--- config.mk ---
export PLATFORM = sky130hd
export DESIGN_NAME = key_value_line_parser_core_flat
export DESIGN_NICKNAME = d
export VERILOG_FILES = /design/src/rtl/core/kvlp_pkg.sv /design/src/rtl/core/kvlp_if.sv /design/src/rtl/core/key_value_line_parser_core.sv /design/src/flat_wrapper.sv
export SDC_FILE = /design/constraint.sdc
export NUM_CORES = 1
export LEC_CHECK = 0
export ABC_AREA = 0
export BUFFER_PORTS_ARGS = -buffer_cell sky130_fd_sc_hd__buf_2
export CORE_MARGIN = 2
export CORE_UTILIZATION = 55
export DETAILED_ROUTE_END_ITERATION = 16
export HOLD_SLACK_MARGIN = 0.12
export PLACE_DENSITY = 0.85
export SLEW_MARGIN = 20
export SYNTH_ARGS = -nofsm -noshare
export SYNTH_HDL_FRONTEND = slang
export SYNTH_SLANG_ARGS = --single-unit
--- constraint.sdc ---
create_clock -name clk -period 4 [get_ports clk]
set_clock_uncertainty 0.1 [all_clocks]
set_input_delay 0.4 -clock clk [delete_from_list [all_inputs] [get_ports clk]]
set_output_delay 0.4 -clock clk [all_outputs]
set_load 0.05 [all_outputs]
--- src/rtl/core/kvlp_pkg.sv ---
package kvlp_pkg;

    // parser phase
    typedef enum logic [2:0] {
        PH_KEY_START   = 3'd0,
        PH_KEY_DIGITS  = 3'd1,
        PH_SEEK_COMMA  = 3'd2,
        PH_AFTER_COMMA = 3'd3,
        PH_VALUE       = 3'd4,
        PH_DONE        = 3'd5,
        PH_DEAD        = 3'd6
    } phase_t;

    // closing delimiter of the value
    typedef enum logic [1:0] {
        DELIM_NONE   = 2'd0,
        DELIM_SINGLE = 2'd1,
        DELIM_DOUBLE = 2'd2
    } delim_t;

    // input action codes
    typedef enum logic {
        ACT_DATA = 1'b0,
        ACT_EOL  = 1'b1
    } action_t;

    // result kind codes
    typedef enum logic {
        KIND_BYTE   = 1'b0,
        KIND_RECORD = 1'b1
    } kind_t;

    // status codes
    localparam logic ST_OK       = 1'b0;
    localparam logic ST_NO_COMMA = 1'b1;

    // characters
    localparam logic [7:0] CH_NUL    = 8'h00;
    localparam logic [7:0] CH_TAB    = 8'h09;
    localparam logic [7:0] CH_LF     = 8'h0A;
    localparam logic [7:0] CH_CR     = 8'h0D;
    localparam logic [7:0] CH_SPACE  = 8'h20;
    localparam logic [7:0] CH_DQUOTE = 8'h22;
    localparam logic [7:0] CH_SQUOTE = 8'h27;
    localparam logic [7:0] CH_PLUS   = 8'h2B;
    localparam logic [7:0] CH_COMMA  = 8'h2C;
    localparam logic [7:0] CH_MINUS  = 8'h2D;
    localparam logic [7:0] CH_ZERO   = 8'h30;
    localparam logic [7:0] CH_NINE   = 8'h39;

    // key magnitude limit and the largest magnitude that takes one more digit
    localparam logic [31:0] MAG_LIMIT   = 32'h8000_0000;
    localparam logic [31:0] KEY_POS_MAX = 32'h7FFF_FFFF;
    localparam logic [31:0] ACC_LIM_LOW = 32'd214748364;  // digits 0 to 8
    localparam logic [31:0] ACC_LIM_9   = 32'd214748363;  // digit 9

endpackage

--- src/rtl/core/kvlp_if.sv ---
interface kvlp_in_if;
    logic       valid;
    logic       ready;
    logic       action;
    logic [7:0] data_byte;

    modport source (output valid, action, data_byte, input ready);
    modport sink   (input valid, action, data_byte, output ready);
endinterface

interface kvlp_out_if;
    logic               valid;
    logic               ready;
    logic               kind;
    logic        [7:0]  value_byte;
    logic signed [31:0] key;
    logic               status;

    modport source (output valid, kind, value_byte, key, status, input ready);
    modport sink   (input valid, kind, value_byte, key, status, output ready);
endinterface

--- src/rtl/core/key_value_line_parser_core.sv ---
// channel   dir  beat fields
// --------  ---  ---------------------------------------------
// item      in   action (1), data_byte (8)
// result    out  kind (1), value_byte (8), key (32 signed), status (1)
//
// one beat a cycle sustained while the result side is ready; a beat is held in the input register,
// and its result, if it has one, leaves from the result register
// the key multiply-by-ten and saturation compare set the critical path
// rst_n clears the phase, key state and both valid flags at once
// a stalled result holds the result register and, behind it, the input register
module key_value_line_parser_core (
    input  logic              clk,
    input  logic              rst_n,
    kvlp_in_if.sink           item,
    kvlp_out_if.source        result
);

    // input register
    logic       in_vld_reg;
    logic       in_action_reg;
    logic [7:0] in_byte_reg;

    // parser state
    kvlp_pkg::phase_t phase_reg, phase_next;
    kvlp_pkg::delim_t delim_reg, delim_next;
    logic [31:0]      acc_reg, acc_next;
    logic             neg_reg, neg_next;

    // result register
    logic               out_vld_reg, out_vld_next;
    logic               out_kind_reg, out_kind_next;
    logic        [7:0]  out_byte_reg, out_byte_next;
    logic signed [31:0] out_key_reg, out_key_next;
    logic               out_status_reg, out_status_next;

    logic        advance;
    logic        proc_fire;
    logic        emit;
    logic [7:0]  c;
    logic        c_blank, c_space, c_digit;
    logic [3:0]  digit;
    logic [31:0] acc_limit;
    logic [31:0] acc_digit;
    logic [31:0] key_final;
    logic        no_comma;

    // the result register frees up when empty or when taken this cycle
    assign advance    = !out_vld_reg || result.ready;
    assign item.ready = !in_vld_reg || advance;
    assign proc_fire  = in_vld_reg && advance;

    always_ff @(posedge clk or negedge rst_n)
    begin
        if (!rst_n)
        begin
            in_vld_reg <= 1'b0;
        end
        else if (item.ready)
        begin
            in_vld_reg <= item.valid;
        end
    end

    always_ff @(posedge clk)
    begin
        if (item.ready && item.valid)
        begin
            in_action_reg <= item.action;
            in_byte_reg   <= item.data_byte;
        end
    end

    // character classes of the held byte
    assign c       = in_byte_reg;
    assign c_blank = (c == kvlp_pkg::CH_SPACE) || (c == kvlp_pkg::CH_TAB);
    assign c_space = (c == kvlp_pkg::CH_SPACE) ||
                     ((c >= kvlp_pkg::CH_TAB) && (c <= kvlp_pkg::CH_CR));
    assign c_digit = (c >= kvlp_pkg::CH_ZERO) && (c <= kvlp_pkg::CH_NINE);
    assign digit   = c[3:0];

    // saturating key accumulate: acc*10 + d, clamp to 2^31 magnitude
    assign acc_limit = (digit == 4'd9) ? kvlp_pkg::ACC_LIM_9 : kvlp_pkg::ACC_LIM_LOW;
    assign acc_digit = (acc_reg > acc_limit) ? kvlp_pkg::MAG_LIMIT
                     : ((acc_reg << 3) + (acc_reg << 1) + {28'd0, digit});

    // signed key from magnitude and sign
    always_comb
    begin
        if (neg_reg)
        begin
            key_final = 32'd0 - acc_reg;
        end
        else if (acc_reg >= kvlp_pkg::MAG_LIMIT)
        begin
            key_final = kvlp_pkg::KEY_POS_MAX;
        end
        else
        begin
            key_final = acc_reg;
        end
    end

    assign no_comma = phase_reg inside {kvlp_pkg::PH_KEY_START, kvlp_pkg::PH_KEY_DIGITS,
                                        kvlp_pkg::PH_SEEK_COMMA, kvlp_pkg::PH_DEAD};

    // phase update and result build for the held beat
    always_comb
    begin
        phase_next      = phase_reg;
        delim_next      = delim_reg;
        acc_next        = acc_reg;
        neg_next        = neg_reg;
        emit            = 1'b0;
        out_kind_next   = kvlp_pkg::KIND_BYTE;
        out_byte_next   = c;
        out_key_next    = 32'sd0;
        out_status_next = kvlp_pkg::ST_OK;

        if (proc_fire)
        begin
            if (in_action_reg == kvlp_pkg::ACT_EOL)
            begin
                // finish the record and return to the line start
                emit            = 1'b1;
                out_kind_next   = kvlp_pkg::KIND_RECORD;
                out_byte_next   = 8'd0;
                out_key_next    = $signed(key_final);
                out_status_next = no_comma ? kvlp_pkg::ST_NO_COMMA : kvlp_pkg::ST_OK;
                phase_next      = kvlp_pkg::PH_KEY_START;
                delim_next      = kvlp_pkg::DELIM_NONE;
                acc_next        = 32'd0;
                neg_next        = 1'b0;
            end
            else if (c == kvlp_pkg::CH_NUL)
            begin
                // zero byte ends the text
                if ((phase_reg == kvlp_pkg::PH_AFTER_COMMA) ||
                    (phase_reg == kvlp_pkg::PH_VALUE))
                begin
                    phase_next = kvlp_pkg::PH_DONE;
                end
                else if (phase_reg != kvlp_pkg::PH_DONE)
                begin
                    phase_next = kvlp_pkg::PH_DEAD;
                end
            end
            else
            begin
                unique case (phase_reg) inside
                    kvlp_pkg::PH_KEY_START:
                    begin
                        if (c_space)
                        begin
                            phase_next = kvlp_pkg::PH_KEY_START;
                        end
                        else if ((c == kvlp_pkg::CH_PLUS) || (c == kvlp_pkg::CH_MINUS))
                        begin
                            neg_next   = (c == kvlp_pkg::CH_MINUS);
                            phase_next = kvlp_pkg::PH_KEY_DIGITS;
                        end
                        else if (c_digit)
                        begin
                            acc_next   = acc_digit;
                            phase_next = kvlp_pkg::PH_KEY_DIGITS;
                        end
                        else if (c == kvlp_pkg::CH_COMMA)
                        begin
                            phase_next = kvlp_pkg::PH_AFTER_COMMA;
                        end
                        else
                        begin
                            phase_next = kvlp_pkg::PH_SEEK_COMMA;
                        end
                    end
                    kvlp_pkg::PH_KEY_DIGITS:
                    begin
                        if (c_digit)
                        begin
                            acc_next = acc_digit;
                        end
                        else if (c == kvlp_pkg::CH_COMMA)
                        begin
                            phase_next = kvlp_pkg::PH_AFTER_COMMA;
                        end
                        else
                        begin
                            phase_next = kvlp_pkg::PH_SEEK_COMMA;
                        end
                    end
                    kvlp_pkg::PH_SEEK_COMMA:
                    begin
                        if (c == kvlp_pkg::CH_COMMA)
                        begin
                            phase_next = kvlp_pkg::PH_AFTER_COMMA;
                        end
                    end
                    kvlp_pkg::PH_AFTER_COMMA:
                    begin
                        if (c_blank)
                        begin
                            phase_next = kvlp_pkg::PH_AFTER_COMMA;
                        end
                        else if (c == kvlp_pkg::CH_SQUOTE)
                        begin
                            delim_next = kvlp_pkg::DELIM_SINGLE;
                            phase_next = kvlp_pkg::PH_VALUE;
                        end
                        else if (c == kvlp_pkg::CH_DQUOTE)
                        begin
                            delim_next = kvlp_pkg::DELIM_DOUBLE;
                            phase_next = kvlp_pkg::PH_VALUE;
                        end
                        else if (c == kvlp_pkg::CH_LF)
                        begin
                            phase_next = kvlp_pkg::PH_DONE;
                        end
                        else
                        begin
                            // unquoted value, first byte goes out
                            delim_next = kvlp_pkg::DELIM_NONE;
                            phase_next = kvlp_pkg::PH_VALUE;
                            emit       = 1'b1;
                        end
                    end
                    kvlp_pkg::PH_VALUE:
                    begin
                        if (((delim_reg == kvlp_pkg::DELIM_SINGLE) &&
                             (c == kvlp_pkg::CH_SQUOTE)) ||
                            ((delim_reg == kvlp_pkg::DELIM_DOUBLE) &&
                             (c == kvlp_pkg::CH_DQUOTE)) ||
                            ((delim_reg != kvlp_pkg::DELIM_SINGLE) &&
                             (delim_reg != kvlp_pkg::DELIM_DOUBLE) &&
                             (c == kvlp_pkg::CH_LF)))
                        begin
                            phase_next = kvlp_pkg::PH_DONE;
                        end
                        else
                        begin
                            emit = 1'b1;
                        end
                    end
                    kvlp_pkg::PH_DONE, kvlp_pkg::PH_DEAD:
                    begin
                        phase_next = phase_reg;
                    end
                    default:
                    begin
                        phase_next = phase_reg;
                    end
                endcase
            end
        end

        // result valid: load on a new beat, drop when taken
        if (proc_fire)
        begin
            out_vld_next = emit;
        end
        else if (result.ready)
        begin
            out_vld_next = 1'b0;
        end
        else
        begin
            out_vld_next = out_vld_reg;
        end
    end

    always_ff @(posedge clk or negedge rst_n)
    begin
        if (!rst_n)
        begin
            phase_reg   <= kvlp_pkg::PH_KEY_START;
            delim_reg   <= kvlp_pkg::DELIM_NONE;
            acc_reg     <= 32'd0;
            neg_reg     <= 1'b0;
            out_vld_reg <= 1'b0;
        end
        else
        begin
            phase_reg   <= phase_next;
            delim_reg   <= delim_next;
            acc_reg     <= acc_next;
            neg_reg     <= neg_next;
            out_vld_reg <= out_vld_next;
        end
    end

    // result payload loads only when a result is built
    always_ff @(posedge clk)
    begin
        if (proc_fire && emit)
        begin
            out_kind_reg   <= out_kind_next;
            out_byte_reg   <= out_byte_next;
            out_key_reg    <= out_key_next;
            out_status_reg <= out_status_next;
        end
    end

    assign result.valid      = out_vld_reg;
    assign result.kind       = out_kind_reg;
    assign result.value_byte = out_byte_reg;
    assign result.key        = out_key_reg;
    assign result.status     = out_status_reg;

    // end of line always returns the parser to the line start
    a_eol_resets: assert property (@(posedge clk) disable iff (!rst_n)
        proc_fire && (in_action_reg == kvlp_pkg::ACT_EOL) |=>
        (phase_reg == kvlp_pkg::PH_KEY_START) && (acc_reg == 32'd0) && !neg_reg)
        else $error("parser state not cleared after end of line");

    // key magnitude never passes the saturation point
    a_acc_bound: assert property (@(posedge clk) disable iff (!rst_n)
        acc_reg <= kvlp_pkg::MAG_LIMIT)
        else $error("key magnitude above limit");

    // a built result shows up on the output next cycle
    a_emit_shows: assert property (@(posedge clk) disable iff (!rst_n)
        proc_fire && emit |=> result.valid)
        else $error("built result lost");

    // a held input beat never moves while the result register is blocked
    a_hold_input: assert property (@(posedge clk) disable iff (!rst_n)
        in_vld_reg && out_vld_reg && !result.ready |=> in_vld_reg && $stable(in_byte_reg))
        else $error("input register changed under a stall");

endmodule

--- src/flat_wrapper.sv ---
// flat-port wrapper written by rule: the top's interface ports become plain ports
module key_value_line_parser_core_flat 
  (clk, rst_n, item_valid, item_action, item_data_byte, item_ready, result_valid, result_kind, result_value_byte, result_key, result_status, result_ready);
  kvlp_in_if item_i ();
  kvlp_out_if result_i ();
  input  logic clk;
  input  logic rst_n;
  input wire logic [$bits(item_i.valid)-1:0] item_valid;
  input wire logic [$bits(item_i.action)-1:0] item_action;
  input wire logic [$bits(item_i.data_byte)-1:0] item_data_byte;
  output wire logic [$bits(item_i.ready)-1:0] item_ready;
  output wire logic [$bits(result_i.valid)-1:0] result_valid;
  output wire logic [$bits(result_i.kind)-1:0] result_kind;
  output wire logic [$bits(result_i.value_byte)-1:0] result_value_byte;
  output wire logic [$bits(result_i.key)-1:0] result_key;
  output wire logic [$bits(result_i.status)-1:0] result_status;
  input wire logic [$bits(result_i.ready)-1:0] result_ready;
  assign item_i.valid = item_valid;
  assign item_i.action = item_action;
  assign item_i.data_byte = item_data_byte;
  assign item_ready = item_i.ready;
  assign result_valid = result_i.valid;
  assign result_kind = result_i.kind;
  assign result_value_byte = result_i.value_byte;
  assign result_key = result_i.key;
  assign result_status = result_i.status;
  assign result_i.ready = result_ready;
  key_value_line_parser_core u_core (.clk(clk), .rst_n(rst_n), .item(item_i), .result(result_i));
endmodule
==> summary.txt, run 1 <==
Worst setup path
  – Crit path DAT: 3.86 ns
  – Crit path max-delay family: compound AO/OA/AOI/OAI gates
  – CP endpoint kind: register
  – Startpoint class of the critical path: register
  – CP peak stage delay: 0.54 ns
  – Worst EP required: 4.12 ns
  – Buf/Inv on CP: 3
  – Critical path fanouts, max: 7
  – Worst-path cell chain: inv_1, fa_1, inv_1, fa_1, a211oi_1, o31ai_1, a311oi_1, buf_4, o311ai_0, a21boi_0, nor2b_1, xor2_1, o21ai_1
  – Setup CP Type: register to register
  – Crit path max-delay cell type: fa_1

STA
  – Worst hold margin: 0.127 ns
  – Post-layout min period: 3.74 ns
  – Unrepaired setup endpoints after global routing: no
  – Worst-Margin Slew: 0.714 ns
  – Fmax achieved: 0.267 GHz
  – Slew HR: 0.523
  – Fin. max-slew vios: 0
  – Final worst path period share: 0.935
  – Setup TNS: 0 ns
  – Final setup vio count: 0
  – Total count of hold-check failures in the final report: 0

Synthesis
  – Distinct cells, synth: 64
  – Async set or reset register ratio after synthesis: 0.440
  – Syn_nets: 808
  – Yosys warns: 0
  – Seq/Total Area, Yosys: 0.385
  – Leading area contributor after synthesis: edfxtp_1
  – Syn Inst Count: 731
  – Post-synth EDFFs: 51
  – Yosys reg bits: 91
  – Share of Yosys cell area claimed by the top area cell type: 0.233
  – Area contributors post-synth: edfxtp_1, dfrtp_1, ha_1
  – Synth Cell Area: 0.00658 sq mm
  – Post-Syn Area per Cell: 9.00 sq um
  – Top FF cell, synth: edfxtp_1

Run
  – Max_cap viols: 0

Power
  – Leak: 0.00320 uW
  – Total power: 3490 uW
  – Power Density: 475 mW/mm^2
  – Max VDD drop: 194 uV

Drt
  – Routed wl met2: 7.79 mm
  – Routed met3 length: 1.19 mm
  – Per-cell routed wire length: 17.9 um
  – DR top layer: met4
  – Drt drc: 0
  – Initial DRC count: 682
  – Met1 Routed Length: 7.16 mm
  – Detailed Routing Iterations Pass 1: 5
  – Vias per inst: 6.39
  – Routed wire length: 16.5 mm
  – Remaining antenna violation count: 0
  – Vias: 5904

Global routing
  – First-pass GRT wire length: 27.1 mm
  – Initial antenna violation count: 0
  – Largest net degree at the start of global routing: 46
  – Vias in the first global route: 5633
  – GRT Overall Usage: 0.259
  – GRT Residual Overflow: 0

Floorplanning
  – Die Span Y: 113 um
  – Die area: 0.0129 sq mm
  – Initial Util: 0.569
  – Ports: 57
  – Num rows: 39
  – Core area: 0.0116 sq mm
  – Die width: 113 um

Cells and area
  – Nets: 853
  – Commonest cells after routing, fill and taps aside: nand2_1, a21oi_1, ha_1, nor2_1, buf_2
  – Storage element area: 0.00253 sq mm
  – Fillers: 896
  – Share of cells above drive strength 1: 0.133
  – Leading cell type in the layout, fill and taps excluded: nand2_1
  – Antenna Cells: 0
  – Non-Filler Instances: 924
  – Area of the multi-input gates: 0.00378 sq mm
  – Area delta synth->final: 11.4%

Clocking
  – Worst skew pair latency: 0.35 ns
  – Num CTS Buffers: 9
  – Clock Sinks: 91
  – Clk buf depth: 2
  – H-tree depth: 3
  – CTS tree: done
  – Clock Tree Root: clkbuf_16
  – Worst-path clk slew: 0.07 ns
  – Post-cts gate resize count: 0

Placed design
  – Placed cell count: 905
  – Dpl hpwl: 11.9 mm
  – Port Buf Inserts: 56
  – GPL Wtd Cong: 0.951

Run status
  – Status: completed

Min path
  – Worst min-delay path class: input port to register
==> final cells by class <==
type	instances	share of cell area
multi-input cells	573	0.516
flip-flops and latches	91	0.345
repair buffers	73	0.0594
clock buffers	10	0.0312
well taps	143	0.0244
inverters	28	0.0143
clock inverters	6	0.00904
==> cells in the mapped netlist, types with 3 or more instances <==
cell / count
nand2_1: 76
a21oi_1: 65
ha_1: 62
nor2_1: 57
edfxtp_1: 51
o21ai_0: 45
dfrtp_1: 40
clkbuf_1: 32
inv_1: 28
nor3_1: 22
nand3_1: 21
xnor2_1: 21
xor2_1: 19
o21ai_1: 18
nand4_1: 15
o22ai_1: 13
nor2b_1: 12
a311oi_1: 11
a211oi_1: 8
a21o_1: 8
a31oi_1: 8
nand2b_1: 7
or3_1: 7
and3_1: 6
o211ai_1: 5
o21bai_1: 5
nor4_1: 4
nor4_2: 4
o21a_1: 4
o31ai_1: 4
buf_1: 3
mux2i_1: 3
==> where the power goes <==
part           switching (uW)  total (uW)  internal [uW]  leakage, uW
clock network             367         851            485     0.000136
logic                     912        1410            503      0.00203
registers                 122        1220           1100      0.00104
==> stage by stage <==
step	util	area (sq um)	worst slack, ns
2_1_floorplan	-	6580	0.308
3_3_place_gp	0.604	6990	0.428
3_5_place_dp	0.604	6990	0.307
4_1_cts	0.630	7280	0.259
5_1_grt	0.634	7330	0.0505
6_report	0.634	7330	0.260
==> logic make-up after synthesis <==
group                    share of synthesized area
AND/OR/NAND/NOR                              0.195
flip-flops                                   0.385
multiplexers                               0.00456
adder cells (fa/ha/maj)                      0.124
buffers and inverters                       0.0409
XOR/XNOR                                    0.0533
AO/OA/AOI/OAI                                0.197
==> worst register-to-register path: stages (launching register included) <==
cell	delay, ns
dfrtp_1	0.45
inv_1	0.15
fa_1	0.54
inv_1	0.07
fa_1	0.47
a211oi_1	0.31
o31ai_1	0.16
a311oi_1	0.27
buf_4	0.16
o311ai_0	0.18
a21boi_0	0.28
nor2b_1	0.21
xor2_1	0.17
o21ai_1	0.07
==> routing by layer <==
layer,up-vias,GRT usage
met4,0,0.105
met5,-,0
met1,2771,0.354
met2,290,0.420
met3,46,0.0335
li1,2797,-
==> worst paths after layout <==
check                               startpoint             endpoint  slack [ns]  cells past startpoint
hold reg to reg            u_core.delim_reg[1]  u_core.delim_reg[1]        0.45                      2
min in group asynchronous                rst_n   u_core.acc_reg[31]        0.36                      2
max in group asynchronous                rst_n  u_core.result.valid        2.97                      3
setup reg to reg             u_core.acc_reg[0]   u_core.acc_reg[28]        0.26                     13
setup / recovery             u_core.acc_reg[0]   u_core.acc_reg[28]        0.26                     13
hold / removal               item_data_byte[5]          u_core.c[5]        0.13                      1
==> repair_timing <==
item,CTS,global route
endpoints found under the hold margin,0,9
setup buffers,0,0
hold buffers,0,1
Note: power is estimated with default switching activity, not from simulation.
==> run 2, diff against run 1 <==
--- a/config.mk
+++ b/config.mk
@@ -8,10 +8,10 @@
 export ABC_AREA = 0
 export BUFFER_PORTS_ARGS = -buffer_cell sky130_fd_sc_hd__buf_2
 export CORE_MARGIN = 2
-export CORE_UTILIZATION = 55
+export CORE_UTILIZATION = 36
 export DETAILED_ROUTE_END_ITERATION = 16
 export HOLD_SLACK_MARGIN = 0.12
-export PLACE_DENSITY = 0.85
+export MAX_ROUTING_LAYER = met4
 export SLEW_MARGIN = 20
 export SYNTH_ARGS = -nofsm -noshare
 export SYNTH_HDL_FRONTEND = slang
==> summary.txt, run 2 (same netlist as run 1, synthesis figures left out) <==
Run status
  – Status: completed

Drt
  – Initial DRC count: 503
  – Drt drc: 0
  – Vias: 5589
  – Vias per inst: 5.52
  – Remaining antenna violation count: 0
  – Per-cell routed wire length: 15.7 um
  – Routed wire length: 15.9 mm
  – Detailed Routing Iterations Pass 1: 5

Clocking
  – Clock Sinks: 91
  – H-tree depth: 3
  – Worst skew pair latency: 0.35 ns
  – Worst-path clk slew: 0.08 ns
  – CTS tree: done
  – Num CTS Buffers: 9
  – Post-cts gate resize count: 0
  – Clk buf depth: 2
  – Clock Tree Root: clkbuf_16

Power
  – Power Density: 458 mW/mm^2
  – Register share of total power: 0.359
  – Sw Ratio: 0.407
  – Combinational power share: 0.405
  – Internal power: 2020 uW
  – Net switching component of the power: 1380 uW
  – Max VDD drop: 274 uV
  – Total power: 3410 uW
  – Power share of the clock group: 0.237
  – Leak: 0.00321 uW

Worst setup path
  – Startpoint class of the critical path: register
  – Crit path max-delay cell type: fa_1
  – Worst-path cell chain: inv_1, fa_1, inv_1, fa_1, a211oi_1, o31ai_1, a311oi_1, buf_4, o311ai_0, a21boi_0, nor2b_1, xor2_1, o21ai_1
  – Crit path max-delay family: compound AO/OA/AOI/OAI gates
  – CP endpoint kind: register
  – Setup CP Type: register to register
  – Critical path fanouts, max: 7
  – Worst r2r src: u_core.acc_reg[0]
  – Worst EP required: 4.13 ns
  – Worst Setup SP: u_core.acc_reg[0]
  – CP peak stage delay: 0.55 ns
  – Crit path DAT: 3.83 ns
  – Buf/Inv on CP: 3

STA
  – Fin. max-slew vios: 0
  – Post-layout min period: 3.70 ns
  – Final setup vio count: 0
  – Worst-Margin Slew: 0.948 ns
  – Slew HR: 0.368
  – Final worst path period share: 0.926
  – Unrepaired setup endpoints after global routing: no
  – Setup TNS: 0 ns
  – Fmax achieved: 0.270 GHz
  – Total count of hold-check failures in the final report: 0

Global routing
  – Largest net degree at the start of global routing: 46
  – Vias in the first global route: 5105
  – Initial antenna violation count: 0
  – GRT Residual Overflow: 0
  – GRT Overall Usage: 0.169
  – First-pass GRT wire length: 26.2 mm

Floorplanning
  – Initial Util: 0.366
  – Die Span Y: 139 um
  – Num rows: 49
  – Die width: 139 um
  – Die area: 0.0194 sq mm
  – Ports: 57
  – Core area: 0.0180 sq mm

Cells and area
  – Antenna Cells: 0
  – Nets: 855
  – Area delta synth->final: 13.0%
  – Commonest cells after routing, fill and taps aside: nand2_1, a21oi_1, ha_1, nor2_1, buf_2
  – Share of cells above drive strength 1: 0.133
  – Non-Filler Instances: 1012
  – Leading cell type in the layout, fill and taps excluded: nand2_1

Placed design
  – Port Buf Inserts: 56
  – Dpl hpwl: 11.8 mm
  – GPL Wtd Cong: 0.877
  – Placed cell count: 990

Run
  – Max_cap viols: 0

Min path
  – Worst min-delay path class: input port to asynchronous set/reset pin
==> run 2: cell count changes in the layout (fill, tap and decap cells not counted), sizes merged <==
cell | before | now
bufinv | 1 | 0
inv | 28 | 31
clkbuf | 10 | 9
clkinvlp | 2 | 1
buf | 72 | 70
dlygate4sd3 | 1 | 5
==> run 2: power by group through the flow <==
| stage | registers, uW | logic, uW | clock network (uW) |
|---|---|---|---|
| 3_3_place_gp | 1240 | 1350 | 0 |
| 4_1_cts | 1220 | 1360 | 821 |
| 5_1_grt | 1230 | 1530 | 865 |
| 2_1_floorplan | 1320 | 974 | 0 |
| 6_report | 1220 | 1380 | 806 |
| 3_5_place_dp | 1240 | 1360 | 0 |
==> run 2: metrics by stage <==
step	hold WS, ns	utilization	worst slack (ns)	area [sq um]
floorplan	0.00441	-	0.308	6580
global placement	0.423	0.395	0.370	7090
detailed placement	0.439	0.395	0.324	7090
CTS	0.120	0.411	0.293	7380
global route	0.123	0.414	0.0201	7430
finish	0.0859	0.414	0.296	7430
==> run 2: per-layer routing <==
layer | wire [um] | GRT usage
met5 | 0 | -
met4 | 247 | 0.0500
met3 | 605 | 0.0218
met2 | 7100 | 0.251
met1 | 7940 | 0.242
==> run 2: timing repair <==
item | in CTS | in global routing
hold buffers | 2 | 3
hold endpoints to repair | 2 | 3
buffers inserted | 0 | 0
==> run 2: cell type report <==
| class | count | area (sq um) |
|---|---|---|
| Tap cell | 229 | 287 |
| Timing Repair Buffer | 75 | 448 |
| Fill cell | 1772 | 10500 |
| Clock inverter | 7 | 48.8 |
| Inverter | 28 | 105 |
| Sequential cell | 91 | 2530 |
| Multi-Input combinational cell | 573 | 3780 |
| Clock buffer | 9 | 225 |
==> run 2: final timing paths <==
path,cells past startpoint,end,slack (ns)
max,13,u_core.acc_reg[28],0.30
min,1,u_core.acc_reg[20],0.09
max reg2reg,13,u_core.acc_reg[28],0.30
min reg2reg,2,u_core.delim_reg[1],0.45
max in group asynchronous,1,u_core.acc_reg[10],3.10
min in group clk,1,u_core.in_action_reg,0.13
==> run 2: worst register-to-register path, delay by kind of cell (launching register included) <==
kind | cells | cell delay, ns
AO/OA/AOI/OAI | 6 | 1.25
adder cells (fa/ha/maj) | 2 | 1.03
flip-flops | 1 | 0.46
buffers and inverters | 3 | 0.40
AND/OR/NAND/NOR | 1 | 0.19
XOR/XNOR | 1 | 0.16
